File: config.mk
export PLATFORM = sky130hd
export DESIGN_NAME = sorted_table_linear_interpolator_unit
export DESIGN_NICKNAME = d
export VERILOG_FILES = /design/src/rtl/core/stli_pkg.sv /design/src/rtl/core/stli_ctrl.sv /design/src/rtl/core/stli_dp.sv /design/src/rtl/core/sorted_table_linear_interpolator_unit.sv
export SDC_FILE = /design/constraint.sdc
export NUM_CORES = 2
export LEC_CHECK = 0
export ABC_AREA = 1
export BUFFER_PORTS_ARGS = -buffer_cell sky130_fd_sc_hd__buf_2
export CAP_MARGIN = 30
export CORE_MARGIN = 4
export CORE_UTILIZATION = 50
export DETAILED_ROUTE_END_ITERATION = 16
export PLACE_DENSITY_LB_ADDON = 0.2
export SLEW_MARGIN = 15
export SYNTH_ARGS = -nofsm -noshare
export SYNTH_HDL_FRONTEND = slang
export SYNTH_SLANG_ARGS = --single-unit
File: constraint.sdc
create_clock -name i_clk -period 11.95 [get_ports i_clk]
set_input_delay 2.9875 -clock i_clk [delete_from_list [all_inputs] [get_ports i_clk]]
set_output_delay 2.9875 -clock i_clk [all_outputs]
set_load 0.01 [all_outputs]
File: src/rtl/core/stli_pkg.sv
package stli_pkg;

    localparam int TABLE_DEPTH = 16;
    localparam int IDX_W       = $clog2(TABLE_DEPTH);
    localparam int CNT_W       = $clog2(TABLE_DEPTH + 1);

    localparam int YEAR_W  = 16;
    localparam int VAL_W   = 31;
    localparam int RAW_W   = 32;
    localparam int PROD_W  = 48;
    localparam int DCNT_W  = $clog2(PROD_W);

    typedef enum logic [1:0] {
        ST_OK       = 2'd0,
        ST_YEAR0    = 2'd1,
        ST_FULL     = 2'd2,
        ST_CLAMPED  = 2'd3
    } t_status;

    typedef enum logic [2:0] {
        RES_ZERO,
        RES_REJECT,
        RES_FULL,
        RES_STORE,
        RES_CUR,
        RES_PREV,
        RES_INTERP
    } t_res_sel;

    typedef enum logic [2:0] {
        S_IDLE,
        S_SCAN,
        S_DINIT,
        S_DIV,
        S_FIN,
        S_OUT
    } t_state;

    typedef struct packed {
        logic     load;
        logic     scan;
        logic     commit_ins;
        logic     commit_ovr;
        logic     mul;
        logic     div_init;
        logic     div_step;
        logic     res_load;
        t_res_sel res_sel;
        logic     res_hit;
        logic     out_load;
    } t_cmd;

    typedef struct packed {
        logic is_lookup;
        logic year_zero;
        logic empty;
        logic full;
        logic scan_done;
        logic slot_hit;
        logic slot_end;
        logic slot_first;
        logic div_last;
    } t_sts;

endpackage

File: src/rtl/core/stli_ctrl.sv
module stli_ctrl
    import stli_pkg::*;
(
    input  logic i_clk,
    input  logic i_rst_n,
    input  logic i_in_valid,
    output logic o_in_ready,
    output logic o_out_valid,
    input  logic i_out_ready,
    input  t_sts i_sts,
    output t_cmd o_cmd
);

    t_state r_state, n_state;
    logic   r_out_valid;

    always_ff @(posedge i_clk) begin
        if (!i_rst_n) begin
            r_state     <= S_IDLE;
            r_out_valid <= 1'b0;
        end else begin
            r_state <= n_state;
            if (o_cmd.out_load) begin
                r_out_valid <= 1'b1;
            end else if (i_out_ready) begin
                r_out_valid <= 1'b0;
            end
        end
    end

    always_comb begin
        n_state    = r_state;
        o_cmd      = '0;
        o_cmd.res_sel = RES_ZERO;
        o_in_ready = 1'b0;
        unique case (r_state)
            S_IDLE: begin
                o_in_ready = 1'b1;
                if (i_in_valid) begin
                    o_cmd.load = 1'b1;
                    n_state    = S_SCAN;
                end
            end
            S_SCAN: begin
                if (!i_sts.is_lookup && i_sts.year_zero) begin
                    o_cmd.res_load = 1'b1;
                    o_cmd.res_sel  = RES_REJECT;
                    n_state        = S_OUT;
                end else if (!i_sts.scan_done) begin
                    o_cmd.scan = 1'b1;
                end else if (!i_sts.is_lookup) begin
                    o_cmd.res_load = 1'b1;
                    n_state        = S_OUT;
                    if (i_sts.slot_hit) begin
                        o_cmd.commit_ovr = 1'b1;
                        o_cmd.res_sel    = RES_STORE;
                        o_cmd.res_hit    = 1'b1;
                    end else if (i_sts.full) begin
                        o_cmd.res_sel = RES_FULL;
                    end else begin
                        o_cmd.commit_ins = 1'b1;
                        o_cmd.res_sel    = RES_STORE;
                    end
                end else begin
                    priority if (i_sts.empty) begin
                        o_cmd.res_load = 1'b1;
                        o_cmd.res_sel  = RES_ZERO;
                        n_state        = S_OUT;
                    end else if (i_sts.slot_hit) begin
                        o_cmd.res_load = 1'b1;
                        o_cmd.res_sel  = RES_CUR;
                        o_cmd.res_hit  = 1'b1;
                        n_state        = S_OUT;
                    end else if (i_sts.slot_end) begin
                        o_cmd.res_load = 1'b1;
                        o_cmd.res_sel  = RES_PREV;
                        n_state        = S_OUT;
                    end else if (i_sts.slot_first) begin
                        o_cmd.res_load = 1'b1;
                        o_cmd.res_sel  = RES_CUR;
                        n_state        = S_OUT;
                    end else begin
                        o_cmd.mul = 1'b1;
                        n_state   = S_DINIT;
                    end
                end
            end
            S_DINIT: begin
                o_cmd.div_init = 1'b1;
                n_state        = S_DIV;
            end
            S_DIV: begin
                o_cmd.div_step = 1'b1;
                if (i_sts.div_last) begin
                    n_state = S_FIN;
                end
            end
            S_FIN: begin
                o_cmd.res_load = 1'b1;
                o_cmd.res_sel  = RES_INTERP;
                n_state        = S_OUT;
            end
            S_OUT: begin
                if (!r_out_valid || i_out_ready) begin
                    o_cmd.out_load = 1'b1;
                    n_state        = S_IDLE;
                end
            end
            default: n_state = S_IDLE;
        endcase
    end

    assign o_out_valid = r_out_valid;

endmodule

File: src/rtl/core/stli_dp.sv
module stli_dp
    import stli_pkg::*;
(
    input  logic                     i_clk,
    input  logic                     i_rst_n,
    input  logic                     i_op,
    input  logic [YEAR_W-1:0]        i_year,
    input  logic signed [RAW_W-1:0]  i_value,
    input  t_cmd                     i_cmd,
    output t_sts                     o_sts,
    output logic [VAL_W-1:0]         o_res_value,
    output logic                     o_res_hit,
    output logic [YEAR_W-1:0]        o_min_year,
    output logic [YEAR_W-1:0]        o_max_year,
    output t_status                  o_status
);

    logic [YEAR_W-1:0] r_years [TABLE_DEPTH];
    logic [VAL_W-1:0]  r_vals  [TABLE_DEPTH];
    logic [CNT_W-1:0]  r_count;
    logic [YEAR_W-1:0] r_min, r_max;

    logic              r_op;
    logic [YEAR_W-1:0] r_year;
    logic [VAL_W-1:0]  r_store;
    t_status           r_st;
    logic [CNT_W-1:0]  r_idx;
    logic [YEAR_W-1:0] r_prev_year;
    logic [VAL_W-1:0]  r_prev_val;

    logic signed [PROD_W:0] r_prod;
    logic [YEAR_W-1:0]      r_div;
    logic                   r_neg;
    logic [PROD_W-1:0]      r_quo;
    logic [YEAR_W:0]        r_rem;
    logic [DCNT_W-1:0]      r_dcnt;

    logic [VAL_W-1:0]  r_res_val;
    logic              r_res_hit;
    t_status           r_res_st;

    logic [VAL_W-1:0]  r_o_val;
    logic              r_o_hit;
    logic [YEAR_W-1:0] r_o_min, r_o_max;
    t_status           r_o_st;

    logic [YEAR_W-1:0] cur_year;
    logic [VAL_W-1:0]  cur_val;
    logic              at_end;
    logic [YEAR_W:0]   trial;
    logic              fits;
    logic [PROD_W-1:0] q_signed;
    logic [VAL_W-1:0]  interp;
    logic signed [RAW_W:0] dy;

    assign cur_year = r_years[r_idx[IDX_W-1:0]];
    assign cur_val  = r_vals[r_idx[IDX_W-1:0]];
    assign at_end   = (r_idx == r_count);

    assign o_sts.is_lookup  = r_op;
    assign o_sts.year_zero  = (r_year == '0);
    assign o_sts.empty      = (r_count == '0);
    assign o_sts.full       = (r_count == CNT_W'(TABLE_DEPTH));
    assign o_sts.scan_done  = at_end || (cur_year >= r_year);
    assign o_sts.slot_hit   = !at_end && (cur_year == r_year);
    assign o_sts.slot_end   = at_end;
    assign o_sts.slot_first = (r_idx == '0);
    assign o_sts.div_last   = (r_dcnt == DCNT_W'(PROD_W - 1));

    assign dy = $signed({2'b00, cur_val}) - $signed({2'b00, r_prev_val});

    assign trial = {r_rem[YEAR_W-1:0], r_quo[PROD_W-1]};
    assign fits  = (trial >= {1'b0, r_div});

    assign q_signed = r_neg ? (~r_quo + PROD_W'(1)) : r_quo;
    assign interp   = r_prev_val + q_signed[VAL_W-1:0];

    // table and bounds
    always_ff @(posedge i_clk) begin
        if (!i_rst_n) begin
            r_count <= '0;
            r_min   <= '0;
            r_max   <= '0;
        end else if (i_cmd.commit_ins) begin
            r_count <= r_count + CNT_W'(1);
            if (r_count == '0) begin
                r_min <= r_year;
                r_max <= r_year;
            end else begin
                if (r_idx == '0) r_min <= r_year;
                if (at_end)      r_max <= r_year;
            end
        end
    end

    always_ff @(posedge i_clk) begin
        for (int k = 0; k < TABLE_DEPTH; k++) begin
            if (i_cmd.commit_ins) begin
                if (IDX_W'(k) == r_idx[IDX_W-1:0]) begin
                    r_years[k] <= r_year;
                    r_vals[k]  <= r_store;
                end else if (k > 0 && CNT_W'(k) > r_idx) begin
                    r_years[k] <= r_years[(k > 0) ? k - 1 : 0];
                    r_vals[k]  <= r_vals[(k > 0) ? k - 1 : 0];
                end
            end else if (i_cmd.commit_ovr && IDX_W'(k) == r_idx[IDX_W-1:0]) begin
                r_vals[k] <= r_store;
            end
        end
    end

    // item capture and scan
    always_ff @(posedge i_clk) begin
        if (i_cmd.load) begin
            r_op    <= i_op;
            r_year  <= i_year;
            r_idx   <= '0;
            r_store <= i_value[RAW_W-1] ? '0 : i_value[VAL_W-1:0];
            r_st    <= i_value[RAW_W-1] ? ST_CLAMPED : ST_OK;
        end else if (i_cmd.scan) begin
            r_idx       <= r_idx + CNT_W'(1);
            r_prev_year <= cur_year;
            r_prev_val  <= cur_val;
        end
    end

    // multiply, then bit-serial restoring divide
    always_ff @(posedge i_clk) begin
        if (i_cmd.mul) begin
            r_prod <= $signed({1'b0, r_year - r_prev_year}) * dy;
            r_div  <= cur_year - r_prev_year;
        end
        if (i_cmd.div_init) begin
            r_neg  <= r_prod[PROD_W];
            r_quo  <= r_prod[PROD_W] ? PROD_W'(-r_prod) : r_prod[PROD_W-1:0];
            r_rem  <= '0;
            r_dcnt <= '0;
        end else if (i_cmd.div_step) begin
            r_rem  <= fits ? (trial - {1'b0, r_div}) : trial;
            r_quo  <= {r_quo[PROD_W-2:0], fits};
            r_dcnt <= r_dcnt + DCNT_W'(1);
        end
    end

    always_ff @(posedge i_clk) begin
        if (i_cmd.res_load) begin
            r_res_hit <= i_cmd.res_hit;
            unique case (i_cmd.res_sel)
                RES_ZERO:   begin r_res_val <= '0;         r_res_st <= ST_OK;    end
                RES_REJECT: begin r_res_val <= '0;         r_res_st <= ST_YEAR0; end
                RES_FULL:   begin r_res_val <= '0;         r_res_st <= ST_FULL;  end
                RES_STORE:  begin r_res_val <= r_store;    r_res_st <= r_st;     end
                RES_CUR:    begin r_res_val <= cur_val;    r_res_st <= ST_OK;    end
                RES_PREV:   begin r_res_val <= r_prev_val; r_res_st <= ST_OK;    end
                RES_INTERP: begin r_res_val <= interp;     r_res_st <= ST_OK;    end
                default:    begin r_res_val <= '0;         r_res_st <= ST_OK;    end
            endcase
        end
        if (i_cmd.out_load) begin
            r_o_val <= r_res_val;
            r_o_hit <= r_res_hit;
            r_o_st  <= r_res_st;
            r_o_min <= r_min;
            r_o_max <= r_max;
        end
    end

    assign o_res_value = r_o_val;
    assign o_res_hit   = r_o_hit;
    assign o_min_year  = r_o_min;
    assign o_max_year  = r_o_max;
    assign o_status    = r_o_st;

endmodule

File: src/rtl/core/sorted_table_linear_interpolator_unit.sv
// Channel  | Dir | Port group       | Item contents (low bit first)
// slave    | in  | i_s_* / o_s_*    | tuser: operation; tdata: year, point_value
// master   | out | o_m_* / i_m_*    | tdata: result_value, exact_hit, min_year,
//          |     |                  |        max_year, status
//
// One item at a time. Insert: load, then a scan over k = entries before the slot
// (at most 16). Lookup: same, plus, when it interpolates, a divider load,
// 48 restoring divide steps and a final add; the 17x33 multiply runs in the last scan cycle.
// Synchronous active-low reset empties the table; table contents are not cleared.
// A result waits in the output register; input is taken again once it is loaded.
module sorted_table_linear_interpolator_unit
    import stli_pkg::*;
(
    input  logic        i_clk,
    input  logic        i_rst_n,
    input  logic        i_s_tvalid,
    output logic        o_s_tready,
    input  logic        i_s_tuser,   // [0] operation
    input  logic [47:0] i_s_tdata,   // [15:0] year, [47:16] point_value
    output logic        o_m_tvalid,
    input  logic        i_m_tready,
    output logic [71:0] o_m_tdata    // [30:0] result_value, [31] exact_hit,
                                     // [47:32] min_year, [63:48] max_year,
                                     // [65:64] status, rest zero
);

    t_cmd              cmd;
    t_sts              sts;
    logic [VAL_W-1:0]  res_value;
    logic              res_hit;
    logic [YEAR_W-1:0] min_year, max_year;
    t_status           status;

    stli_ctrl u_ctrl (
        .i_clk       (i_clk),
        .i_rst_n     (i_rst_n),
        .i_in_valid  (i_s_tvalid),
        .o_in_ready  (o_s_tready),
        .o_out_valid (o_m_tvalid),
        .i_out_ready (i_m_tready),
        .i_sts       (sts),
        .o_cmd       (cmd)
    );

    stli_dp u_dp (
        .i_clk       (i_clk),
        .i_rst_n     (i_rst_n),
        .i_op        (i_s_tuser),
        .i_year      (i_s_tdata[15:0]),
        .i_value     (i_s_tdata[47:16]),
        .i_cmd       (cmd),
        .o_sts       (sts),
        .o_res_value (res_value),
        .o_res_hit   (res_hit),
        .o_min_year  (min_year),
        .o_max_year  (max_year),
        .o_status    (status)
    );

    assign o_m_tdata = {6'd0, status, max_year, min_year, res_hit, res_value};

    // one item in flight: no accept right after an accept
    a_one_item: assert property (@(posedge i_clk) disable iff (!i_rst_n)
        i_s_tvalid && o_s_tready |=> !o_s_tready)
        else $error("input accepted while an item is in progress");

    // a full-table result never reports an overwrite
    a_full_no_hit: assert property (@(posedge i_clk) disable iff (!i_rst_n)
        o_m_tvalid && o_m_tdata[65:64] == ST_FULL |-> !o_m_tdata[31] &&
        o_m_tdata[30:0] == '0)
        else $error("table-full result carries data");

    // stored bounds stay ordered
    a_bounds: assert property (@(posedge i_clk) disable iff (!i_rst_n)
        o_m_tvalid |-> o_m_tdata[47:32] <= o_m_tdata[63:48])
        else $error("min year above max year");

endmodule
==> reports/summary.txt <==
register clock-pin slew on the reported worst setup and hold paths = 0.07 ns
Seq cells post-synth = 1,134
first-pass GRT wire length = 408 mm
CP endpoint kind = flop
DR WL/cell = 24.7 µm
syn avg cell area = 8.71 µm²
share of cells above drive strength 1 = 6.12%
Synth cell types = 50
setup TNS = 0 ns
post-synth top area share = 40.6%
crit path DAT = 11.04 ns
Crit path largest cell delay = 0.59 ns
Area contributors post-synth = edfxtp_1 41%, fa_1 13%, nand2_1 8.3%
Critical Path Most Common Cell = nand2_1
DRC errors left = 0
CP startpoint kind = flop
First-pass DRT Iterations = 6
Post-CTS Repair Setup Buffers = 0
Worst Path Max Fanout = 106
Vias = 66,363
most area-hungry cell type in the Yosys netlist = edfxtp_1
Die Y = 404 µm
Worst slew margin = 29.7%
Clock Latency Late Sink = 0.79 ns
final setup fails = 0
CTS Sinks = 1,134
CP max-delay cell = xnor2_1
mapped cell area = 78,600 µm²
fraction of registers with async set/reset = 0%
Final Hold Violating Endpoints = 0
core box area = 156,000 µm²
Cells after Synth = 9,022
fin crit share = 87.9%
TritonCTS clock tree = yes
initial antenna violation count = 15
clock skew = 0.0504 ns
Routed WL = 275 mm
CTS Buffer Depth = 3
ANT nets after route = 0
Max Cap Viol = 0
Worst Hold Class = flop to flop
Slew @ Worst Pin = 1.05 ns
number of global-route vias before repair = 62,820
most frequent cells in the layout = 1,738 x nand2_1, 1,267 x o21ai_0, 1,218 x inv_1
initial core utilization = 50.3%
critical path required time = 12.48 ns
PortBufs = 120
Synth Warn # = 0
CTS Buf Count = 130
GPL Wtd Cong = 0.975
register area share after synthesis = 42.4%
Avg Vias per Cell = 5.97
CTS resizes = 0
root buffer cell = clkbuf_16
highest clock rate = 0.0952 GHz
top_reg_cell synth = edfxtp_1
Slew Limit Fails = 0
RSZ-0062 raised after global routing = no
status = completed
P&R area growth vs syn = 9.02%
nets = 9,741
GRT Util Overall = 33.4%
dpl hpwl = 191 mm
# IOs = 127
full die area = 164,000 µm²
Std-Cell Rows = 145
CTS Hold Bufs = 0
most common cell after layout, fill and taps aside = nand2_1
largest net degree at the start of global routing = 178
crit path kind = flop to flop
chip width = 404 µm
Post-synth EDFFs = 1,062
Final min period = 10.51 ns
1st-iter DRT viols = 9,248
grt total ovfl = 0
CTS H-tree depth = 4
[cell usage after synthesis, types with 2 or more instances]
cell and n:
clkbuf_1 356, nor3_1 58, o21bai_1 24, clkbuf_2 4, buf_2 68, nand3_1 436, o221ai_1 59, a31oi_1 13
nor3_4 2, a21o_1 9, nor3_2 4, o21ai_0 1271, xor2_1 121, nand3b_1 14, inv_2 5, a21oi_2 2
ha_1 252, nor3b_1 5, a21oi_1 337, dfxtp_1 72, o211ai_1 154, buf_1 16, edfxtp_1 1062, o21ai_1 5
nand2_1 1747, nor4_1 9, o2111ai_1 4, o22ai_1 33, o21a_1 10, a21boi_0 10, nor2_1 922, o31ai_1 6
nand4_1 78, inv_1 1223, xnor2_1 43, or2_2 35, clkinv_1 7, fa_1 494, buf_4 41
[routing by layer]
metal / share of wire (%) / routed length, µm / global-route usage [%] / vias up
met5: 0.028 / 78 / 0 / -
met2: 42 / 114000 / 47.9 / 3930
met3: 12 / 32400 / 7.24 / 579
met4: 4.6 / 12600 / 13.6 / 12
met1: 42 / 115000 / 49.2 / 32112
li1: - / - / - / 29730
[state kept, by name, summed over array words and instances (netlist names), 31 cells and up, named ones only]
name              flops
u_dp.o_res_value     31
u_dp.r_quo           48
u_dp.r_years        256
u_dp.r_store         31
u_dp.r_prev_val      31
u_dp.r_prod          49
u_dp.r_vals         496
u_dp.r_res_val       31
[critical path, delay by kind of cell, from the launching register on]
family	cells	cell delay [ns]
adders and majority gates	8	3.93
AOI/OAI and AO/OA	11	2.45
buffers and inverters	7	1.48
and+or+nand+nor	11	1.36
xor gates and xnor gates	1	0.59
DFF	1	0.37
[worst paths after layout]
path	to	slack (ns)	cells after the start	from
max	u_dp.r_prod[30]	1.44	38	flop
min reg2reg	u_dp.o_res_value[11]	0.42	0	u_dp.r_res_val[11]
min	u_dp.o_res_value[11]	0.42	0	u_dp.r_res_val[11]
max reg2reg	u_dp.r_prod[30]	1.44	38	flop
[final cells by class]
class | count | area (µm²)
fill | 14241 | 70500
multi-input combinational | 6172 | 38900
sequential | 1134 | 33300
inverter | 1235 | 4650
clock buffer | 157 | 3420
tap | 2058 | 2570
timing repair buffer | 269 | 2040
clock inverter | 74 | 737
antenna | 8 | 20.0
[kinds of logic after synthesis]
family,count (synthesis),synth area share [%]
and+or+nand+nor,3317,17.2
AOI/OAI and AO/OA,1939,13.4
buffers and inverters,1721,8.54
DFF,1134,42.4
adders and majority gates,746,16.6
xor gates and xnor gates,164,1.83
other,1,0.00477
[through the flow]
stage	area [µm²]	setup WS, ns	hold slack, ns	utilization (%)	cells
after detailed placement	81300	1.63	0.405	52.1	10861
after global placement	81200	1.52	0.402	52.0	10852
after CTS	85500	1.60	0.420	54.7	11092
final	85700	1.44	0.417	54.9	11107
after floorplan	78600	3.69	0.400	-	9027
after global routing	85700	0.958	0.428	54.8	11099
Power is left out: the tool's default activity adds up to more than one toggle a clock period on the data nets, which glitch-free logic cannot reach.
